--- config.mk ---
export PLATFORM = sky130hd
export DESIGN_NAME = rate_command_line_parser_core
export DESIGN_NICKNAME = d
export VERILOG_FILES = /design/src/sv/rclp_pkg.sv /design/src/sv/rate_command_line_parser_core.sv
export SDC_FILE = /design/constraint.sdc
export NUM_CORES = 1
export LEC_CHECK = 0
export ABC_AREA = 1
export BUFFER_PORTS_ARGS = -buffer_cell sky130_fd_sc_hd__buf_2
export CAP_MARGIN = 10
export CELL_PAD_IN_SITES_DETAIL_PLACEMENT = 2
export CELL_PAD_IN_SITES_GLOBAL_PLACEMENT = 2
export CORE_MARGIN = 10
export CORE_UTILIZATION = 38
export DETAILED_ROUTE_END_ITERATION = 8
export PLACE_DENSITY_LB_ADDON = 0.25
export SYNTH_ARGS = -nofsm -noshare
export SYNTH_HDL_FRONTEND = slang
export SYNTH_SLANG_ARGS = --single-unit
--- constraint.sdc ---
create_clock -name clk -period 5.1 [get_ports clk]
set_input_delay 0.765 -clock clk [delete_from_list [all_inputs] [get_ports clk]]
set_output_delay 0.765 -clock clk [all_outputs]
set_load 0.05 [all_outputs]
--- src/sv/rclp_pkg.sv ---
// ----------------------------------------------------------------------------
// rclp_pkg
// Shared constants, phase codes and match tables of the command line parser.
// ----------------------------------------------------------------------------
package rclp_pkg;

	localparam int LINE_MAX   = 128;
	localparam int LINE_CNT_W = $clog2(LINE_MAX);
	localparam logic [LINE_CNT_W-1:0] LINE_LIMIT = LINE_CNT_W'(LINE_MAX - 1);

	localparam int PHASE_W = 4;

	localparam logic [PHASE_W-1:0] PH_START     = 4'd0;
	localparam logic [PHASE_W-1:0] PH_LEAD_CR   = 4'd1;
	localparam logic [PHASE_W-1:0] PH_PING      = 4'd2;
	localparam logic [PHASE_W-1:0] PH_PING_OK   = 4'd3;
	localparam logic [PHASE_W-1:0] PH_HELLO     = 4'd4;
	localparam logic [PHASE_W-1:0] PH_HELLO_OK  = 4'd5;
	localparam logic [PHASE_W-1:0] PH_RATE_KW   = 4'd6;
	localparam logic [PHASE_W-1:0] PH_SRC_WS    = 4'd7;
	localparam logic [PHASE_W-1:0] PH_SRC_WORD  = 4'd8;
	localparam logic [PHASE_W-1:0] PH_NUM_WS    = 4'd9;
	localparam logic [PHASE_W-1:0] PH_NUM       = 4'd10;
	localparam logic [PHASE_W-1:0] PH_DONE      = 4'd11;
	localparam logic [PHASE_W-1:0] PH_BAD       = 4'd12;
	localparam logic [PHASE_W-1:0] PH_END_NONE  = 4'd13;
	localparam logic [PHASE_W-1:0] PH_END_PING  = 4'd14;
	localparam logic [PHASE_W-1:0] PH_END_HELLO = 4'd15;

	localparam logic [2:0] VERDICT_RATE    = 3'd0;
	localparam logic [2:0] VERDICT_PING    = 3'd1;
	localparam logic [2:0] VERDICT_HELLO   = 3'd2;
	localparam logic [2:0] VERDICT_INVALID = 3'd3;
	localparam logic [2:0] VERDICT_OVERRUN = 3'd4;

	localparam logic [7:0] CH_NUL   = 8'h00;
	localparam logic [7:0] CH_TAB   = 8'h09;
	localparam logic [7:0] CH_LF    = 8'h0a;
	localparam logic [7:0] CH_CR    = 8'h0d;
	localparam logic [7:0] CH_SPACE = 8'h20;
	localparam logic [7:0] CH_ZERO  = 8'h30;
	localparam logic [7:0] CH_NINE  = 8'h39;
	localparam logic [7:0] CH_P     = 8'h70;
	localparam logic [7:0] CH_H     = 8'h68;
	localparam logic [7:0] CH_R     = 8'h72;

	localparam logic [31:0] PCT_MAX  = 32'd100;
	localparam logic [31:0] SECS_MAX = 32'hffff_ffff;

	// Table lookups return NUL past the end; NUL never reaches the matcher.
	function automatic logic [7:0] ping_char(input logic [2:0] idx);
		logic [7:0] c;
		unique case (idx)
			3'd0: c = 8'h70;
			3'd1: c = 8'h69;
			3'd2: c = 8'h6e;
			3'd3: c = 8'h67;
			default: c = CH_NUL;
		endcase
		return c;
	endfunction

	function automatic logic [7:0] hello_char(input logic [2:0] idx);
		logic [7:0] c;
		unique case (idx)
			3'd0: c = 8'h68;
			3'd1: c = 8'h65;
			3'd2: c = 8'h6c;
			3'd3: c = 8'h6c;
			3'd4: c = 8'h6f;
			default: c = CH_NUL;
		endcase
		return c;
	endfunction

	function automatic logic [7:0] rate_char(input logic [2:0] idx);
		logic [7:0] c;
		unique case (idx)
			3'd0: c = 8'h72;
			3'd1: c = 8'h61;
			3'd2: c = 8'h74;
			3'd3: c = 8'h65;
			3'd4: c = CH_SPACE;
			default: c = CH_NUL;
		endcase
		return c;
	endfunction

	// First source word, five letters
	function automatic logic [7:0] src_a_char(input logic [2:0] idx);
		logic [7:0] c;
		unique case (idx)
			3'd0: c = 8'h63;
			3'd1: c = 8'h6f;
			3'd2: c = 8'h64;
			3'd3: c = 8'h65;
			3'd4: c = 8'h78;
			default: c = CH_NUL;
		endcase
		return c;
	endfunction

	// Second source word, six letters
	function automatic logic [7:0] src_b_char(input logic [2:0] idx);
		logic [7:0] c;
		unique case (idx)
			3'd0: c = 8'h63;
			3'd1: c = 8'h6c;
			3'd2: c = 8'h61;
			3'd3: c = 8'h75;
			3'd4: c = 8'h64;
			3'd5: c = 8'h65;
			default: c = CH_NUL;
		endcase
		return c;
	endfunction

endpackage

--- src/sv/rate_command_line_parser_core.sv ---
// ----------------------------------------------------------------------------
// rate_command_line_parser_core
// Byte-wise parser of newline-ended command lines, one verdict per non-blank line.
// ----------------------------------------------------------------------------
// At most one received byte is taken per clock. Each accepted byte updates the
// line state; a newline that ends a non-blank or overrun line loads the result
// register and the verdict is offered on the next cycle. rx_ready is high whenever
// the result register is empty or being taken in the same cycle, so bytes stream
// at one per cycle as long as results are drained. The path that sets the
// clock is the times-ten accumulate and range compare of the number fields.
module rate_command_line_parser_core
	import rclp_pkg::*;
(
	input  logic        clk,
	input  logic        arst_n,
	input  logic        rx_valid,
	output logic        rx_ready,
	input  logic [7:0]  rx_byte,
	output logic        res_valid,
	input  logic        res_ready,
	output logic [2:0]  verdict,
	output logic        source,
	output logic [6:0]  pct_5h,
	output logic [6:0]  pct_week,
	output logic [31:0] secs_5h,
	output logic [31:0] secs_week
);

	logic [LINE_CNT_W-1:0] count_q, count_d;
	logic                  ovr_q, ovr_d;
	logic [PHASE_W-1:0]    phase_q, phase_d;
	logic [2:0]            idx_q, idx_d;
	logic [1:0]            guess_q, guess_d;
	logic [31:0]           acc_q, acc_d;
	logic [6:0]            p0_q, p0_d, p1_q, p1_d;
	logic [31:0]           s0_q, s0_d, s1_q, s1_d;

	logic                  res_valid_q;
	logic [2:0]            verdict_q;
	logic                  source_q;
	logic [6:0]            pct_5h_q, pct_week_q;
	logic [31:0]           secs_5h_q, secs_week_q;

	logic                  accept;
	logic                  res_load;
	logic [2:0]            res_verdict;
	logic                  res_source;
	logic [6:0]            res_p0, res_p1;
	logic [31:0]           res_s0, res_s1;

	logic                  is_blank, is_trim, is_digit;
	logic [35:0]           acc_x10;
	logic [31:0]           field_max;
	logic [1:0]            wc_guess;
	logic [PHASE_W-1:0]    sealed;
	logic                  seal_store;

	assign accept   = rx_valid && rx_ready;
	assign rx_ready = !res_valid_q || res_ready;

	assign is_blank = (rx_byte == CH_SPACE) || (rx_byte == CH_TAB);
	assign is_trim  = is_blank || (rx_byte == CH_CR);
	assign is_digit = (rx_byte >= CH_ZERO) && (rx_byte <= CH_NINE);

	assign acc_x10   = {1'b0, acc_q, 3'b000} + {3'b000, acc_q, 1'b0} + {32'd0, rx_byte[3:0]};
	assign field_max = (idx_q < 3'd2) ? PCT_MAX : SECS_MAX;

	// Source word candidates after this byte; index 0 when entering the word
	always_comb begin
		logic [2:0] wi;
		logic [1:0] wg;
		wi = (phase_q == PH_SRC_WS) ? 3'd0 : idx_q;
		wg = (phase_q == PH_SRC_WS) ? 2'b11 : guess_q;
		if (rx_byte != src_a_char(wi))
			wg = wg & 2'b10;
		if (rx_byte != src_b_char(wi))
			wg = wg & 2'b01;
		wc_guess = wg;
	end

	// Phase after end of content (NUL or newline)
	always_comb begin
		seal_store = 1'b0;
		unique case (phase_q)
			PH_START, PH_LEAD_CR: sealed = PH_END_NONE;
			PH_PING_OK:           sealed = PH_END_PING;
			PH_HELLO_OK:          sealed = PH_END_HELLO;
			PH_NUM: begin
				if (idx_q >= 3'd3) begin
					sealed     = PH_DONE;
					seal_store = 1'b1;
				end else begin
					sealed = PH_BAD;
				end
			end
			PH_DONE, PH_BAD, PH_END_NONE, PH_END_PING, PH_END_HELLO: sealed = phase_q;
			default: sealed = PH_BAD;
		endcase
	end

	always_comb begin
		count_d = count_q;
		ovr_d   = ovr_q;
		phase_d = phase_q;
		idx_d   = idx_q;
		guess_d = guess_q;
		acc_d   = acc_q;
		p0_d    = p0_q;
		p1_d    = p1_q;
		s0_d    = s0_q;
		s1_d    = s1_q;

		res_load    = 1'b0;
		res_verdict = VERDICT_INVALID;
		res_source  = 1'b0;
		res_p0      = '0;
		res_p1      = '0;
		res_s0      = '0;
		res_s1      = '0;

		if (rx_byte == CH_LF) begin
			if (ovr_q) begin
				res_load    = 1'b1;
				res_verdict = VERDICT_OVERRUN;
			end else if (sealed != PH_END_NONE) begin
				res_load = 1'b1;
				priority case (sealed)
					PH_END_PING:  res_verdict = VERDICT_PING;
					PH_END_HELLO: res_verdict = VERDICT_HELLO;
					PH_DONE: begin
						res_verdict = VERDICT_RATE;
						res_source  = (guess_q == 2'b10);
						res_p0      = p0_q;
						res_p1      = p1_q;
						res_s0      = s0_q;
						res_s1      = seal_store ? acc_q : s1_q;
					end
					default: res_verdict = VERDICT_INVALID;
				endcase
			end
			count_d = '0;
			ovr_d   = 1'b0;
			phase_d = PH_START;
			idx_d   = '0;
			guess_d = 2'b11;
			acc_d   = '0;
		end else if (!ovr_q) begin
			if (count_q >= LINE_LIMIT) begin
				ovr_d = 1'b1;
			end else begin
				count_d = count_q + 1'b1;
				if (rx_byte == CH_NUL) begin
					phase_d = sealed;
					if (seal_store)
						s1_d = acc_q;
				end else begin
					unique case (phase_q)
						PH_START: begin
							if (!is_blank) begin
								idx_d = 3'd1;
								if (rx_byte == CH_CR)
									phase_d = PH_LEAD_CR;
								else if (rx_byte == CH_P)
									phase_d = PH_PING;
								else if (rx_byte == CH_H)
									phase_d = PH_HELLO;
								else if (rx_byte == CH_R)
									phase_d = PH_RATE_KW;
								else
									phase_d = PH_BAD;
							end
						end
						PH_LEAD_CR, PH_PING_OK, PH_HELLO_OK: begin
							if (!is_trim)
								phase_d = PH_BAD;
						end
						PH_PING: begin
							if (rx_byte == ping_char(idx_q)) begin
								idx_d = idx_q + 3'd1;
								if (idx_q == 3'd3)
									phase_d = PH_PING_OK;
							end else begin
								phase_d = PH_BAD;
							end
						end
						PH_HELLO: begin
							if (rx_byte == hello_char(idx_q)) begin
								idx_d = idx_q + 3'd1;
								if (idx_q == 3'd4)
									phase_d = PH_HELLO_OK;
							end else begin
								phase_d = PH_BAD;
							end
						end
						PH_RATE_KW: begin
							if (rx_byte == rate_char(idx_q)) begin
								idx_d = idx_q + 3'd1;
								if (idx_q == 3'd4)
									phase_d = PH_SRC_WS;
							end else begin
								phase_d = PH_BAD;
							end
						end
						PH_SRC_WS: begin
							if (!is_blank) begin
								guess_d = wc_guess;
								if (wc_guess == 2'b00) begin
									phase_d = PH_BAD;
								end else begin
									phase_d = PH_SRC_WORD;
									idx_d   = 3'd1;
								end
							end
						end
						PH_SRC_WORD: begin
							if (!is_blank) begin
								guess_d = wc_guess;
								if (wc_guess == 2'b00)
									phase_d = PH_BAD;
								else
									idx_d = idx_q + 3'd1;
							end else if (guess_q[0] && idx_q == 3'd5) begin
								guess_d = 2'b01;
								idx_d   = '0;
								phase_d = PH_NUM_WS;
							end else if (guess_q[1] && idx_q == 3'd6) begin
								guess_d = 2'b10;
								idx_d   = '0;
								phase_d = PH_NUM_WS;
							end else begin
								phase_d = PH_BAD;
							end
						end
						PH_NUM_WS: begin
							if (is_digit) begin
								acc_d   = {28'd0, rx_byte[3:0]};
								phase_d = PH_NUM;
							end else if (!is_blank) begin
								phase_d = PH_BAD;
							end
						end
						PH_NUM: begin
							if (is_digit) begin
								if (acc_x10 > {4'd0, field_max})
									phase_d = PH_BAD;
								else
									acc_d = acc_x10[31:0];
							end else begin
								unique case (idx_q[1:0])
									2'd0: p0_d = acc_q[6:0];
									2'd1: p1_d = acc_q[6:0];
									2'd2: s0_d = acc_q;
									2'd3: s1_d = acc_q;
								endcase
								if (idx_q >= 3'd3) begin
									phase_d = PH_DONE;
								end else begin
									idx_d   = idx_q + 3'd1;
									phase_d = is_blank ? PH_NUM_WS : PH_BAD;
								end
							end
						end
						default: begin
						end
					endcase
				end
			end
		end
	end

	always_ff @(posedge clk or negedge arst_n) begin
		if (!arst_n) begin
			count_q <= '0;
			ovr_q   <= 1'b0;
			phase_q <= PH_START;
			idx_q   <= '0;
			guess_q <= 2'b11;
			acc_q   <= '0;
		end else if (accept) begin
			count_q <= count_d;
			ovr_q   <= ovr_d;
			phase_q <= phase_d;
			idx_q   <= idx_d;
			guess_q <= guess_d;
			acc_q   <= acc_d;
		end
	end

	// Field stores are always written before a line can reach the done phase
	always_ff @(posedge clk) begin
		if (accept) begin
			p0_q <= p0_d;
			p1_q <= p1_d;
			s0_q <= s0_d;
			s1_q <= s1_d;
		end
	end

	always_ff @(posedge clk or negedge arst_n) begin
		if (!arst_n) begin
			res_valid_q <= 1'b0;
		end else if (accept && res_load) begin
			res_valid_q <= 1'b1;
		end else if (res_ready) begin
			res_valid_q <= 1'b0;
		end
	end

	always_ff @(posedge clk) begin
		if (accept && res_load) begin
			verdict_q   <= res_verdict;
			source_q    <= res_source;
			pct_5h_q    <= res_p0;
			pct_week_q  <= res_p1;
			secs_5h_q   <= res_s0;
			secs_week_q <= res_s1;
		end
	end

	assign res_valid = res_valid_q;
	assign verdict   = verdict_q;
	assign source    = source_q;
	assign pct_5h    = pct_5h_q;
	assign pct_week  = pct_week_q;
	assign secs_5h   = secs_5h_q;
	assign secs_week = secs_week_q;

endmodule
==> results.py <==
metrics = {
    "worst_setup_path": {
        "endpoint_kind": "flip-flop",
        "critPathMaxFanout": 22,
        "critPathRequiredTime_ns": 5.48,
        "r2r_end": "acc_q[31]",
        "r2r_slack_ns": 0.32,
        "reg2regPathDepth": 25,
        "r2r-start": "acc_q[14]",
        "cp.arrival_ns": 5.16,
        "path_class": "flip-flop to flip-flop",
        "crit_path_start": "acc_q[14]",
        "startpoint_type": "flip-flop",
        "endpoint": "acc_q[31]",
    },
    "sta": {
        "hold_violations": 0,
        "fin_crit_ns": 4.783,
        "final_max_slew_viol_count": 0,
        "max_freq_mhz": 209.1,
        "fin_ws_ns": 0.3173,
        "finalCritPeriodShare_pct": 93.78,
        "tightest_slew_ns": 1.069,
        "skew_ns": 0.01004,
        "setup-violations-final": 0,
        "rsz0062_at_grt": "no",
        "max_slew_margin_pct": 28.22,
    },
    "route": {
        "viasPerCell": 5.454,
        "drtIter0Drc": 702,
        "num_vias": 11459,
        "wl_per_cell_um": 23.54,
        "top_layer_used": "met4",
        "drt_first_pass_iters": 5,
        "m1WireLength_um": 23010,
        "wl_met2_um": 23900,
        "met3_length_um": 1828,
        "final_antenna_net_count": 0,
        "finalWirelength_um": 49470,
        "drc_errors": 0,
    },
    "grt": {
        "track_usage_pct": 23.37,
        "grt_max_degree": 68,
        "grt_pass1_vias": 12523,
        "antenna_found_initial": 0,
        "grt_pass1_wl_um": 76740,
        "overflow": 0,
    },
    "yosys": {
        "async_flop_share_pct": 23.81,
        "synth_top_area_cell": "edfxtp_1",
        "ys.warnings.count": 0,
        "synthFlopType": "edfxtp_1",
        "synth.top_cell.area_share_pct": 36.93,
        "synth_cell_types": 57,
        "synth-seq-cells": 210,
        "syn_inst": 1509,
        "synth_xor_xnor_area_share_pct": 2.356,
        "yosys.area_share.simple_pct": 23.67,
        "synth.area.top_cells": "edfxtp_1 37%, ha_1 9.4%, dfrtp_1 9.2%, nand2_1 9.2%, nor2_1 6.6%",
        "synth_top_family_by_area": "simple AND/OR/NAND/NOR gates",
        "muxShareOfSynthArea_pct": 2.385,
        "ys_seq_area_share_pct": 46.57,
        "syn_nets": 1621,
        "syn_area_um2": 13010,
        "synth-edff-count": 160,
        "synth-compound-area-share_pct": 8.445,
        "synthAdderAreaFrac_pct": 9.734,
        "avgSynthCellArea_um2": 8.621,
    },
    "floorplan": {
        "io_pins": 96,
        "die-area_um2": 42030,
        "core_um2": 33620,
        "die_y_um": 205.0,
        "rows": 67,
        "die_w_um": 205.0,
        "initial_utilization_pct": 38.70,
    },
    "run_status": {
        "status": "finished clean",
    },
    "placed_design": {
        "dp_hpwl_um": 37420,
        "routabilityCongestion": 0.9039,
        "place_area_um2": 14240,
        "pre_cts_ws_ns": -0.1509,
        "io_buffers": 95,
    },
    "pwr": {
        "power_density_nw_per_um2": 303.4,
        "leakage_nw": 6.705,
        "vdd_ir_drop_max_uv": 278.2,
    },
    "worst_hold_path": {
        "min_path_type": "input port to asynchronous set/reset pin",
    },
    "job": {
        "max_cap_violations": 0,
    },
    "cells_and_area": {
        "area_growth_pct": 15.33,
        "post-route-util_pct": 44.63,
        "final_cell_mix": "319 x nand2_1, 226 x nor2_1, 171 x inv_1",
        "nets": 1750,
        "drive_gt1_share_pct": 13.55,
        "final_cell_area_um2": 15000,
        "layout_commonest_cell": "nand2_1",
        "num_antenna_cells": 0,
    },
    "clocking": {
        "clock_sinks": 210,
        "htreeDepth": 1,
        "cts_tree": "built",
        "insertion_delay_ns": 0.51,
        "cts_hold_buf": 0,
        "ctsLongestPathBuffers": 3,
        "cts_buffers": 22,
        "clk_pin_slew_worst_paths_ns": 0.07,
        "root_buffer": "clkbuf_16",
    },
}
report_power, final:
group	total, mW	leakage, nW	switching [mW]	internal, mW
logic	0.950	4.20	0.643	0.307
clock network	1.67	0.353	0.688	0.983
registers	1.93	2.16	0.0625	1.87
total	4.55	6.71	1.39	3.16
kinds of logic (layout without fill, tap and decap cells):
group / Yosys count / in the layout
adder cells (fa/ha/maj): 100 / 100
AO/OA/AOI/OAI: 192 / 192
flip-flops: 210 / 210
multiplexers: 31 / 31
XOR/XNOR: 35 / 35
buffers and inverters: 218 / 362
AND/OR/NAND/NOR: 723 / 723
flip-flops by register name (all words and copies together), names as in the netlist:
name       cells
acc_q         32
s0_q          32
s1_q          32
secs_5h       32
secs_week     32
count_q        7
p0_q           7
p1_q           7
pct_5h         7
pct_week       7
phase_q        4
idx_q          3
verdict        3
guess_q        2
ovr_q          1
res_valid      1
source         1
synth_stat cells, types with 5 or more instances:
| cell | number |
|---|---|
| o21bai_1 | 6 |
| a21oi_1 | 69 |
| a211oi_1 | 7 |
| nor2_4 | 5 |
| nand2_1 | 320 |
| nand2_2 | 6 |
| xor2_1 | 34 |
| nand4_1 | 12 |
| nor3_1 | 25 |
| edfxtp_1 | 160 |
| nor4_1 | 5 |
| mux2i_1 | 31 |
| dfrtp_1 | 48 |
| o21ai_0 | 77 |
| buf_2 | 11 |
| buf_6 | 6 |
| clkbuf_1 | 16 |
| inv_1 | 173 |
| nor2_1 | 228 |
| nand3_1 | 100 |
| inv_2 | 8 |
| ha_1 | 98 |
| o211ai_1 | 5 |
| a21o_1 | 7 |
layout make-up:
class | instances | area (um^2)
Fill cell | 3733 | 18610
Multi-Input combinational cell | 1081 | 6102
Tap cell | 448 | 560.5
Inverter | 181 | 680.7
Sequential cell | 210 | 6061
Clock inverter | 10 | 135.1
Clock buffer | 29 | 598.1
Timing Repair Buffer | 142 | 865.8
timing repair:
item,CTS,global route
endpoints found under the setup margin,0,36
setup buffers,0,1
gates resized for setup,0,6
layer usage:
layer / vias up / track usage, %
li1: 5303 / -
met1: 5860 / 31.78
met2: 248 / 39.57
met3: 48 / 2.369
met4: 0 / 4.647
met5: - / 0
critical path, cell delays in order, from the launching register on:
cell      delay [ns]
dfrtp_1         0.49
ha_1            0.34
ha_1            0.37
nand2_1         0.13
nor2_2          0.21
nand2_1         0.10
nor4b_1         0.33
buf_4           0.19
a21oi_1         0.09
buf_4           0.16
xor2_1          0.27
inv_1           0.10
ha_1            0.34
a21oi_1         0.21
o211ai_1        0.18
a21oi_1         0.22
nand2_1         0.08
nand2_1         0.06
nand2_1         0.05
nand2_1         0.12
nand2_2         0.08
nand2_4         0.09
nand2_4         0.06
buf_12          0.17
nand2_1         0.08
nand2_1         0.09
through the flow:
stage | total power, mW | hold WS, ns | setup TNS [ns] | std cells
CTS | 4.553 | 0.4253 | 0 | 2100
floorplan | 2.557 | 0.4636 | 0 | 1509
global route | 4.753 | 0.4489 | 0 | 2101
detailed placement | 2.878 | 0.5390 | -2.788 | 2061
global placement | 2.808 | 0.4936 | 0 | 2061
finish | 4.553 | 0.3891 | 0 | 2101
how the worst min path moves through the flow:
| stage | from | end | slack, ns | depth (start not counted) |
|---|---|---|---|---|
| floorplan | phase_q[2] | phase_q[2] | 0.46 | 2 |
| global placement | count_q[0] | count_q[0] | 0.49 | 1 |
| detailed placement | guess_q[0] | guess_q[0] | 0.54 | 2 |
| CTS | arst_n | acc_q[21] | 0.43 | 2 |
| global route | arst_n | acc_q[21] | 0.45 | 2 |
| finish | arst_n | acc_q[24] | 0.39 | 2 |
Power figures use the tool's default switching activity.
